**config.mk**
```make
export PLATFORM = sky130hd
export DESIGN_NAME = stuffed_frame_receiver
export DESIGN_NICKNAME = d
export VERILOG_FILES = /design/src/stf_pkg.sv /design/src/stf_decoder.sv /design/src/stuffed_frame_receiver.sv
export SDC_FILE = /design/constraint.sdc
export NUM_CORES = 1
export LEC_CHECK = 0
export BUFFER_PORTS_ARGS = -buffer_cell sky130_fd_sc_hd__buf_2
export CORE_ASPECT_RATIO = 0.6
export CORE_MARGIN = 2
export CORE_UTILIZATION = 55
export CTS_BUF_LIST = sky130_fd_sc_hd__clkbuf_4
export CTS_CLUSTER_DIAMETER = 120
export DETAILED_ROUTE_END_ITERATION = 10
export PLACE_DENSITY = 0.81
export SETUP_SLACK_MARGIN = 0.15
export SYNTH_ARGS = -nofsm -noshare
export SYNTH_HDL_FRONTEND = slang
export SYNTH_SLANG_ARGS = --single-unit
```
**constraint.sdc**
```tcl
create_clock -name clock -period 3.12 [get_ports clock]
set_input_delay 0.468 -clock clock [delete_from_list [all_inputs] [get_ports clock]]
set_output_delay 0.468 -clock clock [all_outputs]
set_load 0.03 [all_outputs]
```
**src/stf_pkg.sv**
```systemverilog
// Shared types and constants of the stuffed frame receiver.
// No dependencies; used by stf_decoder and stuffed_frame_receiver.
package stf_pkg;

   localparam logic [7:0] FLAG_BYTE = 8'h5c;
   localparam logic [7:0] ESC_BYTE  = 8'h5d;
   localparam logic [7:0] ESC_MASK  = 8'h20;

   localparam logic [7:0] FRAME_ADDRESS_RESET       = 8'h01;
   localparam logic [7:0] SUPERVISORY_CONTROL_RESET = 8'h03;
   localparam logic [7:0] INFO_CONTROL_RESET        = 8'h00;

   localparam int unsigned CSR_INDEX_WIDTH = 2;
   localparam logic [CSR_INDEX_WIDTH-1:0] CSR_FRAME_ADDRESS       = 2'd0;
   localparam logic [CSR_INDEX_WIDTH-1:0] CSR_SUPERVISORY_CONTROL = 2'd1;
   localparam logic [CSR_INDEX_WIDTH-1:0] CSR_INFO_CONTROL        = 2'd2;

   typedef enum logic [2:0] {
      PH_HUNT  = 3'd0,
      PH_ADDR  = 3'd1,
      PH_CTRL  = 3'd2,
      PH_BCC1  = 3'd3,
      PH_CLOSE = 3'd4,
      PH_DATA  = 3'd5
   } phase_type;

   typedef enum logic [1:0] {
      EV_DATA  = 2'd0,
      EV_SUPER = 2'd1,
      EV_GOOD  = 2'd2,
      EV_BAD   = 2'd3
   } event_type;

   typedef struct packed {
      phase_type  phase;
      logic       is_info;
      logic       esc_pending;
      logic [7:0] held_byte;
      logic       held_valid;
      logic [7:0] check;
   } frame_state_type;

   typedef struct packed {
      logic [7:0] frame_address;
      logic [7:0] supervisory_control;
      logic [7:0] info_control;
   } cfg_type;

   typedef struct packed {
      logic       valid;
      logic [7:0] data_byte;
      event_type  event_res;
   } result_type;

endpackage

```
**src/stf_decoder.sv**
```systemverilog
// Frame decoder: next frame state and result for one received byte.
// Depends on stf_pkg.
module stf_decoder (
   input  stf_pkg::frame_state_type cur_state,
   input  logic [7:0]               rx_byte,
   input  stf_pkg::cfg_type         cfg,
   output stf_pkg::frame_state_type nxt_state,
   output stf_pkg::result_type      result
);

   stf_pkg::phase_type       nxt_phase;
   stf_pkg::frame_state_type dp_state;
   logic [7:0]               sel_ctrl;
   logic [7:0]               bcc1;
   logic                     is_flag;
   logic                     do_push;
   logic [7:0]               push_val;
   logic                     frame_ok;

   assign is_flag  = (rx_byte == stf_pkg::FLAG_BYTE);
   assign sel_ctrl = cur_state.is_info ? cfg.info_control : cfg.supervisory_control;
   assign bcc1     = cfg.frame_address ^ sel_ctrl;
   assign frame_ok = cur_state.held_valid && !cur_state.esc_pending
                     && (cur_state.held_byte == cur_state.check);

   always_comb begin
      case (cur_state.phase)
         stf_pkg::PH_ADDR: begin
            if (rx_byte == cfg.frame_address) nxt_phase = stf_pkg::PH_CTRL;
            else if (is_flag)                 nxt_phase = stf_pkg::PH_ADDR;
            else                              nxt_phase = stf_pkg::PH_HUNT;
         end
         stf_pkg::PH_CTRL: begin
            if (rx_byte == cfg.supervisory_control || rx_byte == cfg.info_control)
               nxt_phase = stf_pkg::PH_BCC1;
            else if (is_flag) nxt_phase = stf_pkg::PH_ADDR;
            else              nxt_phase = stf_pkg::PH_HUNT;
         end
         stf_pkg::PH_BCC1: begin
            if (rx_byte == bcc1)
               nxt_phase = cur_state.is_info ? stf_pkg::PH_DATA : stf_pkg::PH_CLOSE;
            else if (is_flag) nxt_phase = stf_pkg::PH_ADDR;
            else              nxt_phase = stf_pkg::PH_HUNT;
         end
         stf_pkg::PH_CLOSE: nxt_phase = stf_pkg::PH_HUNT;
         stf_pkg::PH_DATA: begin
            if (is_flag) nxt_phase = stf_pkg::PH_HUNT;
            else         nxt_phase = stf_pkg::PH_DATA;
         end
         default: begin
            if (is_flag) nxt_phase = stf_pkg::PH_ADDR;
            else         nxt_phase = stf_pkg::PH_HUNT;
         end
      endcase
   end

   always_comb begin
      dp_state = cur_state;
      result   = '{valid: 1'b0, data_byte: 8'h00, event_res: stf_pkg::EV_DATA};
      do_push  = 1'b0;
      push_val = rx_byte;
      case (cur_state.phase)
         stf_pkg::PH_CTRL: begin
            if (rx_byte == cfg.supervisory_control) dp_state.is_info = 1'b0;
            else if (rx_byte == cfg.info_control)   dp_state.is_info = 1'b1;
         end
         stf_pkg::PH_BCC1: begin
            if (rx_byte == bcc1) begin
               dp_state.esc_pending = 1'b0;
               dp_state.held_byte   = 8'h00;
               dp_state.held_valid  = 1'b0;
               dp_state.check       = 8'h00;
            end
         end
         stf_pkg::PH_CLOSE: begin
            if (is_flag) begin
               result.valid     = 1'b1;
               result.event_res = stf_pkg::EV_SUPER;
            end
            dp_state = '0;
         end
         stf_pkg::PH_DATA: begin
            if (is_flag) begin
               result.valid     = 1'b1;
               result.event_res = frame_ok ? stf_pkg::EV_GOOD : stf_pkg::EV_BAD;
               dp_state         = '0;
            end else if (cur_state.esc_pending) begin
               dp_state.esc_pending = 1'b0;
               do_push              = 1'b1;
               push_val             = rx_byte ^ stf_pkg::ESC_MASK;
            end else if (rx_byte == stf_pkg::ESC_BYTE) begin
               dp_state.esc_pending = 1'b1;
            end else begin
               do_push = 1'b1;
            end
         end
         default: ;
      endcase
      // release the held byte one byte late
      if (do_push) begin
         if (cur_state.held_valid) begin
            result.valid     = 1'b1;
            result.data_byte = cur_state.held_byte;
            result.event_res = stf_pkg::EV_DATA;
            dp_state.check   = cur_state.check ^ cur_state.held_byte;
         end
         dp_state.held_byte  = push_val;
         dp_state.held_valid = 1'b1;
      end
   end

   always_comb begin
      nxt_state       = dp_state;
      nxt_state.phase = nxt_phase;
   end

endmodule

```
**src/stuffed_frame_receiver.sv**
```systemverilog
// Top level of the stuffed frame receiver: input register, frame state and result register.
// Depends on stf_pkg and stf_decoder.
//
// Usage:
//   req_ channel carries one received serial byte per item (req_rx_byte).
//   rsp_ channel carries zero or one result per byte: a destuffed payload
//   byte (event 0), a supervisory frame accepted (1), an information frame
//   good (2) or in error (3). Payload bytes come out one byte late, so the
//   trailing check byte is never delivered.
//   csr_ port writes frame_address (0), supervisory_control (1) and
//   info_control (2); write only while the block is idle.
// Timing:
//   A result passes through the input register and then the result
//   register. One byte per cycle is taken while the result side keeps up;
//   the input register and result register each hold one item, so a stalled
//   rsp_ready lets one more byte in before req_ready falls.
// Reset:
//   Synchronous; the receiver hunts for an opening flag, both registers are
//   empty and the configuration takes address 1, supervisory control 3 and
//   info control 0.
module stuffed_frame_receiver (
   input  logic                                clock,
   input  logic                                reset,
   input  logic                                req_valid,
   output logic                                req_ready,
   input  logic [7:0]                          req_rx_byte,
   output logic                                rsp_valid,
   input  logic                                rsp_ready,
   output logic [7:0]                          rsp_data_byte,
   output logic [1:0]                          rsp_event_res,
   input  logic                                csr_wr_en,
   input  logic [stf_pkg::CSR_INDEX_WIDTH-1:0] csr_index,
   input  logic [7:0]                          csr_wdata
);

   logic                     in_valid_ff, in_valid_in;
   logic [7:0]               in_byte_ff;
   logic                     out_valid_ff, out_valid_in;
   logic [7:0]               out_data_ff;
   stf_pkg::event_type       out_event_ff;
   stf_pkg::frame_state_type state_ff;
   stf_pkg::frame_state_type state_nxt;
   stf_pkg::cfg_type         cfg_ff;
   stf_pkg::result_type      result;
   logic                     out_free;
   logic                     step;
   logic                     req_take;

   stf_decoder u_decoder (
      .cur_state (state_ff),
      .rx_byte   (in_byte_ff),
      .cfg       (cfg_ff),
      .nxt_state (state_nxt),
      .result    (result)
   );

   assign out_free  = !out_valid_ff || rsp_ready;
   assign step      = in_valid_ff && out_free;
   assign req_ready = !in_valid_ff || out_free;
   assign req_take  = req_valid && req_ready;

   assign in_valid_in  = req_take ? 1'b1 : (step ? 1'b0 : in_valid_ff);
   assign out_valid_in = out_free ? (step && result.valid) : out_valid_ff;

   assign rsp_valid     = out_valid_ff;
   assign rsp_data_byte = out_data_ff;
   assign rsp_event_res = out_event_ff;

   always_ff @(posedge clock) begin
      if (reset) begin
         in_valid_ff  <= 1'b0;
         out_valid_ff <= 1'b0;
         state_ff     <= '0;
      end else begin
         in_valid_ff  <= in_valid_in;
         out_valid_ff <= out_valid_in;
         if (step) state_ff <= state_nxt;
      end
   end

   always_ff @(posedge clock) begin
      if (req_take) in_byte_ff <= req_rx_byte;
      if (step && result.valid) begin
         out_data_ff  <= result.data_byte;
         out_event_ff <= result.event_res;
      end
   end

   always_ff @(posedge clock) begin
      if (reset) begin
         cfg_ff.frame_address       <= stf_pkg::FRAME_ADDRESS_RESET;
         cfg_ff.supervisory_control <= stf_pkg::SUPERVISORY_CONTROL_RESET;
         cfg_ff.info_control        <= stf_pkg::INFO_CONTROL_RESET;
      end else if (csr_wr_en) begin
         case (csr_index)
            stf_pkg::CSR_FRAME_ADDRESS:       cfg_ff.frame_address       <= csr_wdata;
            stf_pkg::CSR_SUPERVISORY_CONTROL: cfg_ff.supervisory_control <= csr_wdata;
            stf_pkg::CSR_INFO_CONTROL:        cfg_ff.info_control        <= csr_wdata;
            default: ;
         endcase
      end
   end

   a_ev_no_data: assert property (@(posedge clock) disable iff (reset)
      rsp_valid && rsp_event_res != stf_pkg::EV_DATA |-> rsp_data_byte == 8'h00)
      else $error("frame event carries a non-zero data byte");

   a_held_in_data: assert property (@(posedge clock) disable iff (reset)
      state_ff.held_valid || state_ff.esc_pending |-> state_ff.phase == stf_pkg::PH_DATA)
      else $error("payload state left over outside the data phase");

   a_data_is_info: assert property (@(posedge clock) disable iff (reset)
      state_ff.phase == stf_pkg::PH_DATA |-> state_ff.is_info)
      else $error("data phase entered for a supervisory frame");

   a_reset_empty: assert property (@(posedge clock)
      reset |=> !rsp_valid && req_ready)
      else $error("registers not empty after reset");

endmodule
```
==> results of run 1 <==
-- final cells by class --
class / count / area (um2) / area share [%]
clock buffers: 9 / 67.6 / 1.80
clock inverters: 7 / 76.3 / 2.03
inverters: 20 / 75.1 / 2.00
multi-input cells: 236 / 1740 / 46.3
flip-flops and latches: 66 / 1500 / 39.9
well taps: 84 / 105 / 2.80
repair buffers: 37 / 193 / 5.12
-- per-stage QoR --
step / hold slack (ns) / util (%) / setup WS (ns) / std cells
3_5_place_dp: 0.480 / 59.7 / 0.626 / 443
5_1_grt: 0.191 / 62.1 / 0.503 / 459
2_1_floorplan: 0.437 / - / 1.07 / 341
6_report: 0.225 / 62.1 / 0.645 / 459
4_1_cts: 0.188 / 62.1 / 0.597 / 459
3_3_place_gp: 0.466 / 59.7 / 0.790 / 443
-- worst register-to-register path: stages (launching register included) --
cell       delay (ns)
edfxtp_1         0.52
nand4bb_4        0.31
nor4_4           0.43
a21oi_1          0.18
nor2_1           0.65
-- placed cells by master (no fill, tap or decap), drive strengths merged, types with 10 or more instances in the layout --
cell type | synthesis | layout
o21ai | 12 | 12
xnor2 | 16 | 16
inv | 20 | 22
buf | 8 | 37
a21oi | 11 | 11
edfxtp | 18 | 18
o32ai | 10 | 10
nor2 | 31 | 31
mux2i | 32 | 32
nand2 | 21 | 21
xor2 | 24 | 24
dfxtp | 48 | 48
and2 | 13 | 13
nor3 | 10 | 10
-- routing by layer --
layer / wire, um / share of wire, % / track usage (%)
met5: 0 / 0 / 0
met4: 60 / 0.81 / 6.58
met3: 523 / 7.0 / 6.04
met2: 3060 / 41 / 34.6
met1: 3790 / 51 / 35.9
-- cells by family after synthesis --
| logic type | Yosys count | synth area share [%] |
|---|---|---|
| simple gates | 103 | 16.5 |
| flops | 66 | 44.1 |
| compound gates | 59 | 14.3 |
| xor+xnor | 40 | 10.3 |
| buf+inv | 39 | 4.81 |
| mux | 33 | 9.73 |
| fa+ha+maj | 1 | 0.367 |
-- power breakdown --
group	leakage, nW	internal (mW)	switching, mW
sequential	0.541	0.895	0.0265
clock	0.0729	0.249	0.329
combinational	0.775	0.0562	0.0765
total	1.39	1.20	0.432
-- worst paths after layout --
kind,startpoint,end,slack (ns),cells after the start
worst min register to register,state_ff[8],state_ff[8],0.50,2
worst min-delay path,req_rx_byte[3],in_byte_ff[3],0.22,1
worst max register to register,in_byte_ff[1],rsp_data_byte[7],0.65,4
worst max-delay path,in_byte_ff[1],rsp_data_byte[7],0.65,4
-- sequential cells by signal (all words and copies together) (netlist names) --
register and cells:
in_byte_ff 8, rsp_event_res 2, state_ff 22, rsp_valid 1, in_valid_ff 1, rsp_data_byte 8
cfg_ff 24
==> results.yml, run 1 <==
run_status:
  status: "completed"
placement:
  dp_hpwl_um: 5630
  gp_congestion: 0.955
  portBuffers: 34
  placed_area_um2: 3620
sta:
  max_slew_margin_pct: 45.0
  fin_crit_sh_pct: 79.3
  maxSlewViolCount: 0
  tightestPinTransition_ns: 0.822
  finalHoldViolations: 0
  fin_tns_setup_ns: 0
  rsz0062_at_grt: "no"
  post-route-min-period_ns: 2.47
  fmax_mhz: 404
  fin_worst_skew_ns: 0.0107
  setup_viol: 0
die:
  ioPinCount: 35
  core.rowCount: 22
  start_util_pct: 56.3
  core_area_um2: 6060
  fp.dieH_um: 65.0
  die_area_um2: 6860
  chipWidth_um: 106
clock_tree:
  htreeDepth: 3
  cts_buffers: 9
  post_cts_buffers: 0
  cts_tree: "built"
  cts_resized: 0
  postCtsHoldBufs: 0
  clockRootBuffer: "clkbuf_4"
  clk_pin_slew_ns: 0.12
  cts_sinks: 66
  clkLatencyLatePin_ns: 0.41
  cts.path.max_buffers: 2
setup_path:
  slowest_delay_ns: 0.65
  endpoint_kind: "flop"
  path_class: "flop to flop"
  crit_buf_inv: 0
  cp_cell_sequence: "nand4bb_4, nor4_4, a21oi_1, nor2_1"
  required_ns: 3.16
  cp_top_family: "simple AND/OR/NAND/NOR gates"
  startpoint_type: "flop"
  critPathSlowestCell: "nor2_1"
  critical_path_arrival_ns: 2.52
  crit_fanout: 10
grt:
  grt_pass1_vias: 2505
  antenna_found_initial: 0
  grt_max_degree: 45
  overflow: 0
  track_usage_pct: 24.1
  grt_pass1_wl_um: 12800
synthesis:
  ys_seq_area_share_pct: 44.1
  synthCells: 341
  synth_area_um2: 3410
  yosysTopAreaCell: "dfxtp_1"
  async_flop_share_pct: 0
  synth.most_common_cell: "dfxtp_1"
  synth-edff-count: 18
  synth.area.top_cells: "dfxtp_1 (28%), edfxtp_1 (16%), mux2i_1 (9.4%)"
  yosysTopAreaCellShare_pct: 28.2
  avgSynthCellArea_um2: 9.99
  synth_flop_cell: "dfxtp_1"
  synthTopCellsByCount: "dfxtp_1 (48), mux2i_1 (32), nor2_1 (30), xor2_1 (24)"
  syn_nets: 365
  ys_types: 58
  yosys_warnings: 0
  synth-seq-cells: 66
route:
  antenna_left: 0
  routed_wl_um: 7430
  via_count: 2592
  drc_errors: 0
  vias_per_cell: 5.65
  drt_iter0_drc: 215
  avgRoutedWirePerCell_um: 16.2
  firstDrtPassIters: 5
pwr:
  p_leak_nw: 1.39
  peakVddDrop_mv: 0.272
  power_density_nw_per_um2: 434
  total_power_mw: 1.63
final_layout:
  area_growth_pct: 10.4
  num_antenna_cells: 0
  drive_gt1_share_pct: 18.9
  finalNetCount: 394
  fill_cells: 508
  final_cell_area_um2: 3760
min_path:
  hold_class: "input pin to flop"
run:
  drv_cap: 0
No activity file was read; power rests on OpenSTA's default activity.
==> run 2: changes to the inputs <==
- PLACE_DENSITY: 0.81 -> 0.84
- clock period: 3.12 -> 2.1 ns (I/O delays scaled with it)
==> run 2 against run 1 <==
Cell area increased by 11%. Largest power group unchanged. First-iteration DRC count grew 19%. Setup slack got worse by 0.62 ns. Highest routed layer unchanged. Critical endpoint is now state_ff[12]. Combinational power grew 110%. Clock power is 41% higher. Global-route usage grew 2.4 points. Routed wire length is 23% higher.
==> results.yml, run 2 (synthesis results as in run 1) <==
run_status:
  status: "completed"
setup_path:
  critPathSlowestCell: "edfxtp_1"
  crit_fanout: 6
  startpoint_type: "flop"
  cp_cell_sequence: "buf_6, nand4bb_4, buf_6, nor4_4, buf_6, o21ai_4, buf_6, o21ai_4, o32ai_1"
  path_class: "flop to flop"
  endpoint_kind: "flop"
  critical_path_arrival_ns: 2.37
  cp_top_family: "buffers and inverters"
  crit_top_cell: "buf_6"
  slowest_delay_ns: 0.46
  required_ns: 2.39
  crit_buf_inv: 4
route:
  avgRoutedWirePerCell_um: 18.7
  via_count: 2865
  drc_errors: 0
  vias_per_cell: 5.88
  drt_iter0_drc: 255
  routed_wl_um: 9120
  antenna_left: 0
  firstDrtPassIters: 5
die:
  chipWidth_um: 106
  ioPinCount: 35
  core_area_um2: 6060
  fp.dieH_um: 65.0
  start_util_pct: 56.3
  core.rowCount: 22
  die_area_um2: 6860
sta:
  fin_worst_skew_ns: 0.0142
  rsz0062_at_grt: "yes"
  maxSlewViolCount: 0
  setup_viol: 0
  max_slew_margin_pct: 56.9
  tightestPinTransition_ns: 0.645
  finalHoldViolations: 0
  setup_ws_ns: 0.0201
  fmax_mhz: 481
  post-route-min-period_ns: 2.08
  fin_crit_sh_pct: 99.0
  fin_tns_setup_ns: 0
clock_tree:
  postCtsHoldBufs: 0
  cts_sinks: 66
  cts_buffers: 9
  clk_pin_slew_ns: 0.09
  cts_tree: "built"
  cts.path.max_buffers: 2
  htreeDepth: 3
  clockRootBuffer: "clkbuf_4"
  clkLatencyLatePin_ns: 0.42
grt:
  track_usage_pct: 26.6
  grt_max_degree: 24
  grt_pass1_vias: 2721
  antenna_found_initial: 0
  grt_pass1_wl_um: 13700
  overflow: 0
min_path:
  hold_class: "input pin to flop"
final_layout:
  final_common_cell: "dfxtp_1"
  largest-register: "cfg_ff"
  final_cell_area_um2: 4170
  final_cell_mix: "dfxtp_1 (47), buf_2 (34), mux2i_1 (32)"
  finalNetCount: 422
  num_antenna_cells: 0
  drive_gt1_share_pct: 29.3
  area_growth_pct: 22.3
  largestRegisters: "cfg_ff x24, state_ff x22"
  largest_register_ffs: 24
placement:
  gp_congestion: 0.891
  dp_slack_ns: -0.0964
  placed_area_um2: 3690
  portBuffers: 34
  dp_hpwl_um: 5780
pwr:
  p_leak_nw: 1.55
  total_power_mw: 2.45
  peakVddDrop_mv: 0.393
  power_density_nw_per_um2: 589
run:
  drv_cap: 0
## run 2: cell types whose count changed in the layout (fill, tap and decap cells not counted), moves of 3 or more
cell,change
clkinv_1,+3
buf_6,+7
o32ai_1,-3
xor2_1,-6
xor2_2,+5
o32ai_2,+3
buf_4,+18
## run 2: stage by stage
| stage | utilization [%] | instances | hold WS [ns] |
|---|---|---|---|
| 2_1_floorplan | - | 341 | 0.414 |
| 3_3_place_gp | 60.9 | 451 | 0.473 |
| 3_5_place_dp | 60.9 | 451 | 0.493 |
| 4_1_cts | 65.9 | 479 | 0.0631 |
| 5_1_grt | 68.8 | 487 | 0.0440 |
| 6_report | 68.8 | 487 | 0.0700 |
## run 2: cell type report
cell class	count	area, um2
clock buffers	11	82.6
clock inverters	5	46.3
fillers	396	1890
inverters	20	75.1
multi-input cells	237	1900
flip-flops and latches	66	1510
well taps	84	105
repair buffers	64	447
## run 2: metal layers
layer,global-route usage [%],share of wire (%),up-vias
met4,8.39,3.4,0
met2,41.9,46,165
met5,0,0,-
li1,-,-,1313
met1,35.2,41,1355
met3,8.25,9.5,32
## run 2: final timing paths
path                   from       endpoint  slack (ns)  cells after the start
max           in_byte_ff[6]   state_ff[12]        0.02                      9
min          req_rx_byte[3]  in_byte_ff[3]        0.07                      1
max reg2reg   in_byte_ff[6]   state_ff[12]        0.02                      9
min reg2reg    state_ff[10]   state_ff[10]        0.53                      2
## run 2: worst register-to-register path: cells and delay by family (launching register included)
family                 cells  cell delay (ns)
and+or+nand+nor            2             0.42
AOI/OAI and AO/OA          3             0.44
DFF                        1             0.46
buffers and inverters      4             0.63
## run 2: power breakdown
group          switching (mW)  internal (mW)
sequential             0.0328           1.33
clock                   0.441          0.377
combinational           0.154          0.120
## run 2: timing repair
action | 4_1_cts | 5_1_grt
resized for setup | 13 | 19
pin swaps | 14 | 17
gates cloned | 1 | 0
setup buffers | 11 | 8
setup endpoints to repair | 20 | 31
